<file path="config.mk">
export PLATFORM = sky130hd
export DESIGN_NAME = length_prefixed_frame_deframer_unit
export DESIGN_NICKNAME = d
export VERILOG_FILES = /design/src/rtl/core/lpfd_pkg.sv /design/src/rtl/core/length_prefixed_frame_deframer_unit.sv /design/src/rtl/core/lpfd_in_stage.sv /design/src/rtl/core/lpfd_parser.sv /design/src/rtl/core/lpfd_out_stage.sv
export SDC_FILE = /design/constraint.sdc
export NUM_CORES = 1
export LEC_CHECK = 0
export ABC_AREA = 0
export BUFFER_PORTS_ARGS = -buffer_cell sky130_fd_sc_hd__buf_2
export CORE_MARGIN = 10
export CORE_UTILIZATION = 59
export DETAILED_ROUTE_END_ITERATION = 6
export PLACE_DENSITY = 0.82
export SYNTH_ARGS = -nofsm -noshare
export SYNTH_HDL_FRONTEND = slang
export SYNTH_SLANG_ARGS = --single-unit
</file>
<file path="constraint.sdc">
create_clock -name clk -period 3.6 [get_ports clk]
set_input_delay 0.18 -clock clk [delete_from_list [all_inputs] [get_ports clk]]
set_output_delay 0.18 -clock clk [all_outputs]
set_load 0.01 [all_outputs]
</file>
<file path="src/rtl/core/lpfd_pkg.sv">
`default_nettype none

package lpfd_pkg;

  // Header and length limits
  localparam logic [7:0] SYNC_BYTE   = 8'hFF;
  localparam logic [7:0] SYNC_END    = 8'h00;
  localparam logic [7:0] MAX_PAYLOAD = 8'd251;

  // Frame tracking state
  typedef enum logic [2:0] {
    ST_SYNC1,
    ST_SYNC2,
    ST_SYNC3,
    ST_LEN,
    ST_PAYLOAD
  } lpfd_state_t;

  // One result item from the parser to the output register
  typedef struct packed {
    logic       valid;
    logic [7:0] payload_byte;
    logic [7:0] payload_index;
    logic [7:0] frame_length;
    logic       last_byte;
  } lpfd_result_t;

endpackage

`default_nettype wire

</file>
<file path="src/rtl/core/length_prefixed_frame_deframer_unit.sv">
`default_nettype none

// Channel   Direction  Ports
// in_       input      in_valid, in_ready, in_rx_byte
// out_      output     out_valid, out_ready, out_payload_byte, out_payload_index,
//                      out_frame_length, out_last_byte
//
// One item per cycle sustained while out_ready is high; a payload byte
// reaches out_ through the input register, then the result register.
// Header and length bytes and dropped frames give no result.
// Reset (rst_n low, synchronous) empties both registers and restarts the
// header search. A stall at out_ holds the result register and backs up
// into the input register, which drops in_ready only when both are full.

module length_prefixed_frame_deframer_unit (
  input  wire logic       clk,
  input  wire logic       rst_n,
  input  wire logic       in_valid,
  output logic            in_ready,
  input  wire logic [7:0] in_rx_byte,
  output logic            out_valid,
  input  wire logic       out_ready,
  output logic [7:0]      out_payload_byte,
  output logic [7:0]      out_payload_index,
  output logic [7:0]      out_frame_length,
  output logic            out_last_byte
);

  import lpfd_pkg::*;

  logic         byte_valid;
  logic [7:0]   byte_data;
  logic         room;
  logic         advance;
  lpfd_result_t result;

  // Consume the held byte when the result register has room
  assign advance = byte_valid && room;

  lpfd_in_stage u_in (
    .clk        (clk),
    .rst_n      (rst_n),
    .in_valid   (in_valid),
    .in_ready   (in_ready),
    .in_rx_byte (in_rx_byte),
    .advance    (advance),
    .byte_valid (byte_valid),
    .byte_data  (byte_data)
  );

  lpfd_parser u_parser (
    .clk     (clk),
    .rst_n   (rst_n),
    .advance (advance),
    .rx_byte (byte_data),
    .result  (result)
  );

  lpfd_out_stage u_out (
    .clk               (clk),
    .rst_n             (rst_n),
    .result            (result),
    .load              (advance),
    .room              (room),
    .out_valid         (out_valid),
    .out_ready         (out_ready),
    .out_payload_byte  (out_payload_byte),
    .out_payload_index (out_payload_index),
    .out_frame_length  (out_frame_length),
    .out_last_byte     (out_last_byte)
  );

endmodule

`default_nettype wire

</file>
<file path="src/rtl/core/lpfd_in_stage.sv">
`default_nettype none

module lpfd_in_stage (
  input  wire logic       clk,
  input  wire logic       rst_n,
  input  wire logic       in_valid,
  output logic            in_ready,
  input  wire logic [7:0] in_rx_byte,
  input  wire logic       advance,
  output logic            byte_valid,
  output logic [7:0]      byte_data
);

  logic       valid_r;
  logic       valid_nxt;
  logic [7:0] byte_r;

  // Take a new item when empty or when the held one moves on
  assign in_ready = !valid_r || advance;

  always_comb begin
    valid_nxt = valid_r;
    if (in_ready) begin
      valid_nxt = in_valid;
    end
  end

  always_ff @(posedge clk) begin
    if (!rst_n) begin
      valid_r <= 1'b0;
    end else begin
      valid_r <= valid_nxt;
    end
  end

  // Hold the byte until it is consumed
  always_ff @(posedge clk) begin
    if (in_ready && in_valid) begin
      byte_r <= in_rx_byte;
    end
  end

  assign byte_valid = valid_r;
  assign byte_data  = byte_r;

endmodule

`default_nettype wire

</file>
<file path="src/rtl/core/lpfd_parser.sv">
`default_nettype none

module lpfd_parser (
  input  wire logic                clk,
  input  wire logic                rst_n,
  input  wire logic                advance,
  input  wire logic [7:0]          rx_byte,
  output lpfd_pkg::lpfd_result_t   result
);

  import lpfd_pkg::*;

  lpfd_state_t state_r;
  lpfd_state_t state_nxt;
  logic        sync_ok_r;
  logic        sync_ok_nxt;
  logic [7:0]  index_r;
  logic [7:0]  index_nxt;
  logic [7:0]  length_r;
  logic [7:0]  length_nxt;
  logic        is_last;
  logic        len_ok;

  // Final byte when index + 1 reaches the held length
  assign is_last = ({1'b0, index_r} + 9'd1) >= {1'b0, length_r};
  assign len_ok  = (rx_byte != 8'd0) && (rx_byte <= MAX_PAYLOAD);

  // Next state
  always_comb begin
    state_nxt   = state_r;
    sync_ok_nxt = sync_ok_r;
    index_nxt   = index_r;
    length_nxt  = length_r;
    unique case (state_r)
      ST_SYNC1: begin
        sync_ok_nxt = (rx_byte == SYNC_BYTE);
        state_nxt   = ST_SYNC2;
      end
      ST_SYNC2: begin
        sync_ok_nxt = sync_ok_r && (rx_byte == SYNC_BYTE);
        state_nxt   = ST_SYNC3;
      end
      ST_SYNC3: begin
        state_nxt   = (sync_ok_r && (rx_byte == SYNC_END)) ? ST_LEN : ST_SYNC1;
        sync_ok_nxt = 1'b0;
      end
      ST_LEN: begin
        index_nxt = 8'd0;
        if (len_ok) begin
          length_nxt = rx_byte;
          state_nxt  = ST_PAYLOAD;
        end else begin
          length_nxt = 8'd0;
          state_nxt  = ST_SYNC1;
        end
      end
      ST_PAYLOAD: begin
        if (is_last) begin
          index_nxt  = 8'd0;
          length_nxt = 8'd0;
          state_nxt  = ST_SYNC1;
        end else begin
          index_nxt = index_r + 8'd1;
        end
      end
      default: begin
        state_nxt = ST_SYNC1;
      end
    endcase
  end

  // Result outputs
  always_comb begin
    result.valid         = 1'b0;
    result.payload_byte  = rx_byte;
    result.payload_index = index_r;
    result.frame_length  = length_r;
    result.last_byte     = is_last;
    unique case (state_r) inside
      ST_PAYLOAD: result.valid = 1'b1;
      ST_SYNC1, ST_SYNC2, ST_SYNC3, ST_LEN: result.valid = 1'b0;
      default: result.valid = 1'b0;
    endcase
  end

  // Advance frame state once per consumed item
  always_ff @(posedge clk) begin
    if (!rst_n) begin
      state_r   <= ST_SYNC1;
      sync_ok_r <= 1'b0;
      index_r   <= 8'd0;
      length_r  <= 8'd0;
    end else if (advance) begin
      state_r   <= state_nxt;
      sync_ok_r <= sync_ok_nxt;
      index_r   <= index_nxt;
      length_r  <= length_nxt;
    end
  end

endmodule

`default_nettype wire

</file>
<file path="src/rtl/core/lpfd_out_stage.sv">
`default_nettype none

module lpfd_out_stage (
  input  wire logic                  clk,
  input  wire logic                  rst_n,
  input  wire lpfd_pkg::lpfd_result_t result,
  input  wire logic                  load,
  output logic                       room,
  output logic                       out_valid,
  input  wire logic                  out_ready,
  output logic [7:0]                 out_payload_byte,
  output logic [7:0]                 out_payload_index,
  output logic [7:0]                 out_frame_length,
  output logic                       out_last_byte
);

  import lpfd_pkg::*;

  logic         valid_r;
  logic         valid_nxt;
  lpfd_result_t data_r;
  logic         take;

  // Room when empty or when the waiting item is taken this cycle
  assign room = !valid_r || out_ready;
  assign take = load && result.valid;

  always_comb begin
    valid_nxt = valid_r;
    if (take) begin
      valid_nxt = 1'b1;
    end else if (out_ready) begin
      valid_nxt = 1'b0;
    end
  end

  always_ff @(posedge clk) begin
    if (!rst_n) begin
      valid_r <= 1'b0;
    end else begin
      valid_r <= valid_nxt;
    end
  end

  // Capture the result item
  always_ff @(posedge clk) begin
    if (take) begin
      data_r <= result;
    end
  end

  assign out_valid         = valid_r;
  assign out_payload_byte  = data_r.payload_byte;
  assign out_payload_index = data_r.payload_index;
  assign out_frame_length  = data_r.frame_length;
  assign out_last_byte     = data_r.last_byte;

endmodule

`default_nettype wire

</file>
* Word-level counts from Yosys, hierarchy flattened
Cells that the tools add are included.
W data, S select, Z words.
** Word-level totals
- Bits of input ports :: 12
- Register bits after elaboration :: 55
- Word-level logic and storage cells :: 54
- Output and inout bits :: 27
** Cells by class
- Reduce and logical (&&, ||, !) cells :: 20
- $lt $le $gt $ge :: 2
- Muxes and demuxes :: 13
- Add/subtract/negate cells :: 2
- Eq/ne operators :: 6
** Operator list (number)
- $pmux W8 S2 :: 2
- $mux W8 :: 3
- $pmux W3 S5 :: 1
- $add A8 B1 Y9 const B :: 1
- $ge A9 B8 Y1 :: 1
- $add A8 B1 Y8 const B :: 1
- $eq A8 B8 Y1 const B :: 1
- $le A8 B8 Y1 const B :: 1
- $logic_not A8 Y1 :: 1
- $reduce_bool A8 Y1 :: 1
- $eq A3 B2 Y1 const B :: 2
- $logic_and A1 B1 Y1 :: 6
- $mux W3 :: 2
- $reduce_and A2 Y1 :: 3
- $reduce_bool A2 Y1 :: 2
- $eq A3 B1 Y1 const B :: 1
- $eq A3 B3 Y1 const B :: 1
- $logic_not A3 Y1 :: 1
- $mux W1 :: 3
- $pmux W1 S3 :: 1
- $reduce_and A3 Y1 :: 1
- $reduce_bool A3 Y1 :: 1
- $logic_not A1 Y1 :: 2
- $logic_or A1 B1 Y1 :: 2
- 2 further kinds :: 2

* Depth between registers and ports, before layout
- Depth after elaboration :: 5
- Gate-level depth with buffers :: 10
- Mapped depth without buffers :: 10

* Hierarchy
A second synthesis with hierarchy kept.
** Second synthesis, totals
- Cells, all modules :: 207
- Area total of the unflattened synthesis :: 2417.3 µm²
** Modules (own cells, without submodules)
- lpfd_parser :: area each 1310.0 µm², sequential area each 400.4 µm², times used 1, cells each 163
- lpfd_out_stage :: area each 803.3 µm², sequential area each 770.7 µm², times used 1, cells each 30
- lpfd_in_stage :: area each 297.8 µm², sequential area each 260.2 µm², times used 1, cells each 13
- length_prefixed_frame_deframer_unit :: area each 6.3 µm², sequential area each 0.0 µm², times used 1, cells each 1

* Worst setup path after synthesis
Ideal clock, no wire load.
- Kind :: reg-to-reg
- From :: reg u_parser.index_r[0]
- To :: reg u_parser.length_r[0]
- Setup time :: 0.060 ns
- Buffers on the path :: 0
- Data required time :: 3.540 ns
- Stages on the path, launching flop included :: 11
- Arrival time :: 2.369 ns
- Period minus slack after synthesis :: 2.429 ns
- Slack :: 1.171 ns
- Cells stage by stage :: dfxtp_1 ha_1 nand3_1 nor2_1 xor2_1 ha_1 and3_4 a221oi_2 o21ai_2 o31ai_4 a22o_1
** On the way
- Cells in the longest elaborated chain, start to end :: 4
** RTL lines
- from (decl) :: RTL line lpfd_parser.sv:17 : logic [7:0] index_r;
- from (signal assigned) :: RTL line lpfd_parser.sv:96 : index_r <= index_nxt;
- $add A8 B1 Y9 :: RTL line lpfd_parser.sv:25 : assign is_last = ({1'b0, index_r} + 9'd1) >= {1'b0, length_r};
- $ge A9 B8 Y1 :: RTL line lpfd_parser.sv:25
- $ne A2 B1 Y1 (no line)
- $reduce_and A3 Y1 (no line)
- to (signal assigned) :: RTL line lpfd_parser.sv:97 : length_r <= length_nxt;
- to (decl) :: RTL line lpfd_parser.sv:19 : logic [7:0] length_r;
Every way passes these cells.
A chain may end at the register's enable or synchronous reset.

* Worst setup path after layout
Same ends and word-level chain as after synthesis.

==> results.sh <==
export IMPL_initial_core_util_pct=61.30
export IMPL_r2r_end="u_parser.length_r[0]"
export IMPL_use_met3_pct=4.694
export IMPL_nets=231
export IMPL_grt_busiest_layer="met2"
export IMPL_worstSetupPathType="reg -> reg"
export IMPL_drv_cap=0
export IMPL_gp_congestion=0.9355
export IMPL_dr_first_iter_drc_count=124
export IMPL_cts_max_level=2
export IMPL_cts_buffer_depth=2
export IMPL_fillCellCount=250
export IMPL_relSlewSlack_pct=57.82
export IMPL_clkTransAtPathRegs_ps=100
export IMPL_min_to="u_in.byte_data[1]"
export IMPL_via_count=1490
export IMPL_end_kind="flip-flop"
export IMPL_power_density_nw_per_um2=413.5
export IMPL_post_route_drc_count=0
export IMPL_crit_path_max_fanout=8
export IMPL_grt_pass1_vias=1557
export IMPL_ys_seq_area_share_pct=63.31
export IMPL_ys_ff_latch=55
export IMPL_track_usage_pct=14.67
export IMPL_synthToLayoutAreaGrowth_pct=14.61
export IMPL_cts_num_sinks=55
export IMPL_synth_warning_count=0
export IMPL_port_buffer_count=38
export IMPL_synthArstFlopShare_pct=0
export IMPL_worst_slew_pin_slew_ps=632.6
export IMPL_cts_buffers=5
export IMPL_die_area_sq_um=6708
export IMPL_synthesis_area_sq_um=2261
export IMPL_cts_resized=0
export IMPL_finalSetupTns_ps=0
export IMPL_overflow=0
export IMPL_core_sq_um=3689
export IMPL_cts_tree="yes"
export IMPL_dpl_hpwl_um=3370
export IMPL_wl_per_cell_um=17.46
export IMPL_grt_use_met2_pct=25.47
export IMPL_cp_required_ps=3870
export IMPL_ctsHoldBuffers=0
export IMPL_synth_nets=190
export IMPL_fmax_mhz=362.2
export IMPL_cts_root_buf="clkbuf_8"
export IMPL_dp_cells=251
export IMPL_layout_drive_gt1_share_pct=28.91
export IMPL_cts_setup_buffers=0
export IMPL_ir_drop_mv=0.2262
export IMPL_die_w_um=81.91
export IMPL_firstDrtPassIters=4
export IMPL_run_status="finished, final reports clean"
export IMPL_rows=22
export IMPL_setup_violations=0
export IMPL_grt_max_degree=28
export IMPL_fin_cells=259
export IMPL_reg2reg_from="u_parser.index_r[0]"
export IMPL_grt_pass1_wl_um=7555
export IMPL_drtAntennaViolNets=0
export IMPL_n_antenna_cell=0
export IMPL_hold_class="in -> reg"
export IMPL_drt_total_wl_um=4522
export IMPL_io_pins=39
export IMPL_r2r_cells=10
export IMPL_synth_cell_types=43
export IMPL_synth_edff_count=33
export IMPL_synthCells=169
export IMPL_rsz0062_at_grt="false"
export IMPL_fin_crit_ps=2761
export IMPL_antenna_found_initial=0
export IMPL_die_h_um=81.91
export IMPL_hold_violations=0
export IMPL_clock_skew_ps=9.725
export IMPL_synth_area_per_cell_sq_um=13.38
export IMPL_gr_usage_met1_pct=16.05
export IMPL_synthFlopType="edfxtp_1"
export IMPL_holdPathStages=1
export IMPL_leakage_nw=1.016
export IMPL_vias_per_cell=5.753
export IMPL_critPathLaunchType="flip-flop"
export IMPL_worstHoldStart="in_rx_byte[1]"
export IMPL_post_route_period_util_pct=76.70
export IMPL_worstSkewPairLatency_ps=320
export IMPL_ff2ff_setup_slack_ps=840
export IMPL_drv_slew=0
export IMPL_crit_arrival_ps=3030
-- cell families after synthesis --
family	synth area share, %
AND/OR/NAND/NOR	12.78
multiplexers	0.4980
buffers and inverters	2.103
adder cells (fa/ha/maj)	4.981
XOR/XNOR	1.937
flip-flops	63.31
AO/OA/AOI/OAI	14.39
-- Yosys cell counts, drive strengths merged (2+ instances only) --
cell type,n,area (sq um)
edfxtp,33,991.0
dfxtp,22,440.4
a22o,14,122.6
nand2,12,47.55
ha,9,112.6
inv,8,30.03
a21oi,6,30.03
nor2b,6,37.54
nand3,5,25.02
o21ai,5,28.77
and2,4,25.02
nor2,4,15.01
xor2,4,35.03
a21o,3,22.52
and4,3,27.53
clkbuf,3,12.51
and3,2,18.77
nand4,2,12.51
nor3b,2,25.02
nor4,2,12.51
o21a,2,15.01
o41ai,2,17.52
or2,2,12.51
-- metrics by stage --
| stage | setup slack [ps] | util (%) | hold slack, ps | area, sq um | total power [mW] |
|---|---|---|---|---|---|
| 5_1_grt | 608.6 | 70.25 | 20.03 | 2591 | 1.104 |
| 6_report | 839.0 | 70.25 | 29.37 | 2591 | 1.071 |
| 4_1_cts | 862.8 | 70.25 | 23.27 | 2591 | 1.073 |
| 3_5_place_dp | 901.3 | 67.61 | 358.2 | 2494 | 0.7253 |
| 2_1_floorplan | 1171 | - | 278.9 | 2261 | 0.7116 |
| 3_3_place_gp | 1039 | 67.61 | 357.4 | 2494 | 0.7229 |
-- flip-flops by register name (all words and copies together), names as in the netlist --
signal / count
u_in.byte_data: 8
u_parser.state_r: 3
u_parser.index_r: 8
u_parser.length_r: 8
u_out.out_frame_length: 8
u_out.out_payload_byte: 8
u_out.out_payload_index: 8
u_out.out_last_byte: 1
u_out.out_valid: 1
u_in.byte_valid: 1
u_parser.sync_ok_r: 1
-- critical path, stage by stage, from the launching register on --
cell      delay [ps]
dfxtp_1          420
ha_1             300
nand3_1          150
nor2_1           150
xor2_1           220
ha_1             290
and3_4           180
a221oi_2         240
o21ai_2          160
o31ai_4          410
a22o_1           200
-- worst max path at each step --
stage	slack [ps]	depth (start not counted)	end	from
5_1_grt	610	10	u_parser.length_r[0]	u_parser.index_r[0]
3_5_place_dp	900	10	u_parser.length_r[7]	u_parser.index_r[0]
4_1_cts	860	10	u_parser.length_r[0]	u_parser.index_r[0]
3_3_place_gp	1040	10	u_parser.length_r[1]	u_parser.index_r[0]
2_1_floorplan	1170	10	u_parser.length_r[0]	u_parser.index_r[0]
6_report	840	10	u_parser.length_r[0]	u_parser.index_r[0]
-- cell usage in the layout (no fill, tap or decap), types with 3 or more instances in the layout --
master | Yosys | final
nand3_1 | 5 | 5
xor2_1 | 4 | 4
a21o_1 | 3 | 3
nor2b_1 | 6 | 6
and2_1 | 4 | 4
a21oi_1 | 6 | 6
ha_1 | 9 | 9
clkbuf_8 | 0 | 5
edfxtp_1 | 33 | 33
nand2_1 | 11 | 11
o21ai_0 | 3 | 3
nor2_1 | 4 | 4
a22o_1 | 14 | 14
inv_1 | 8 | 8
dfxtp_1 | 22 | 22
buf_2 | 1 | 38
-- layout make-up --
cell class / instances / area (sq um) / area share, %
Clock inverter: 3 / 28.78 / 1.111
Timing Repair Buffer: 38 / 190.2 / 7.339
Sequential cell: 55 / 1431 / 55.24
Inverter: 8 / 30.03 / 1.159
Multi-Input combinational cell: 102 / 782.0 / 30.18
Tap cell: 48 / 60.06 / 2.318
Clock buffer: 5 / 68.82 / 2.656
-- power by group --
| part | leakage (nW) | internal, mW | switching (mW) |
|---|---|---|---|
| logic | 0.480 | 0.0113 | 0.0150 |
| registers | 0.486 | 0.673 | 0.0117 |
| clock network | 0.0502 | 0.144 | 0.216 |
| total | 1.02 | 0.829 | 0.242 |
-- layer usage --
layer,routed length (um),part of all wire (%),up-vias
met5,0,0,-
met4,91,2.0,0
met3,344,7.6,10
met2,2377,53,52
met1,1708,38,708
li1,-,-,720
No activity file was read; power rests on OpenSTA's default activity.
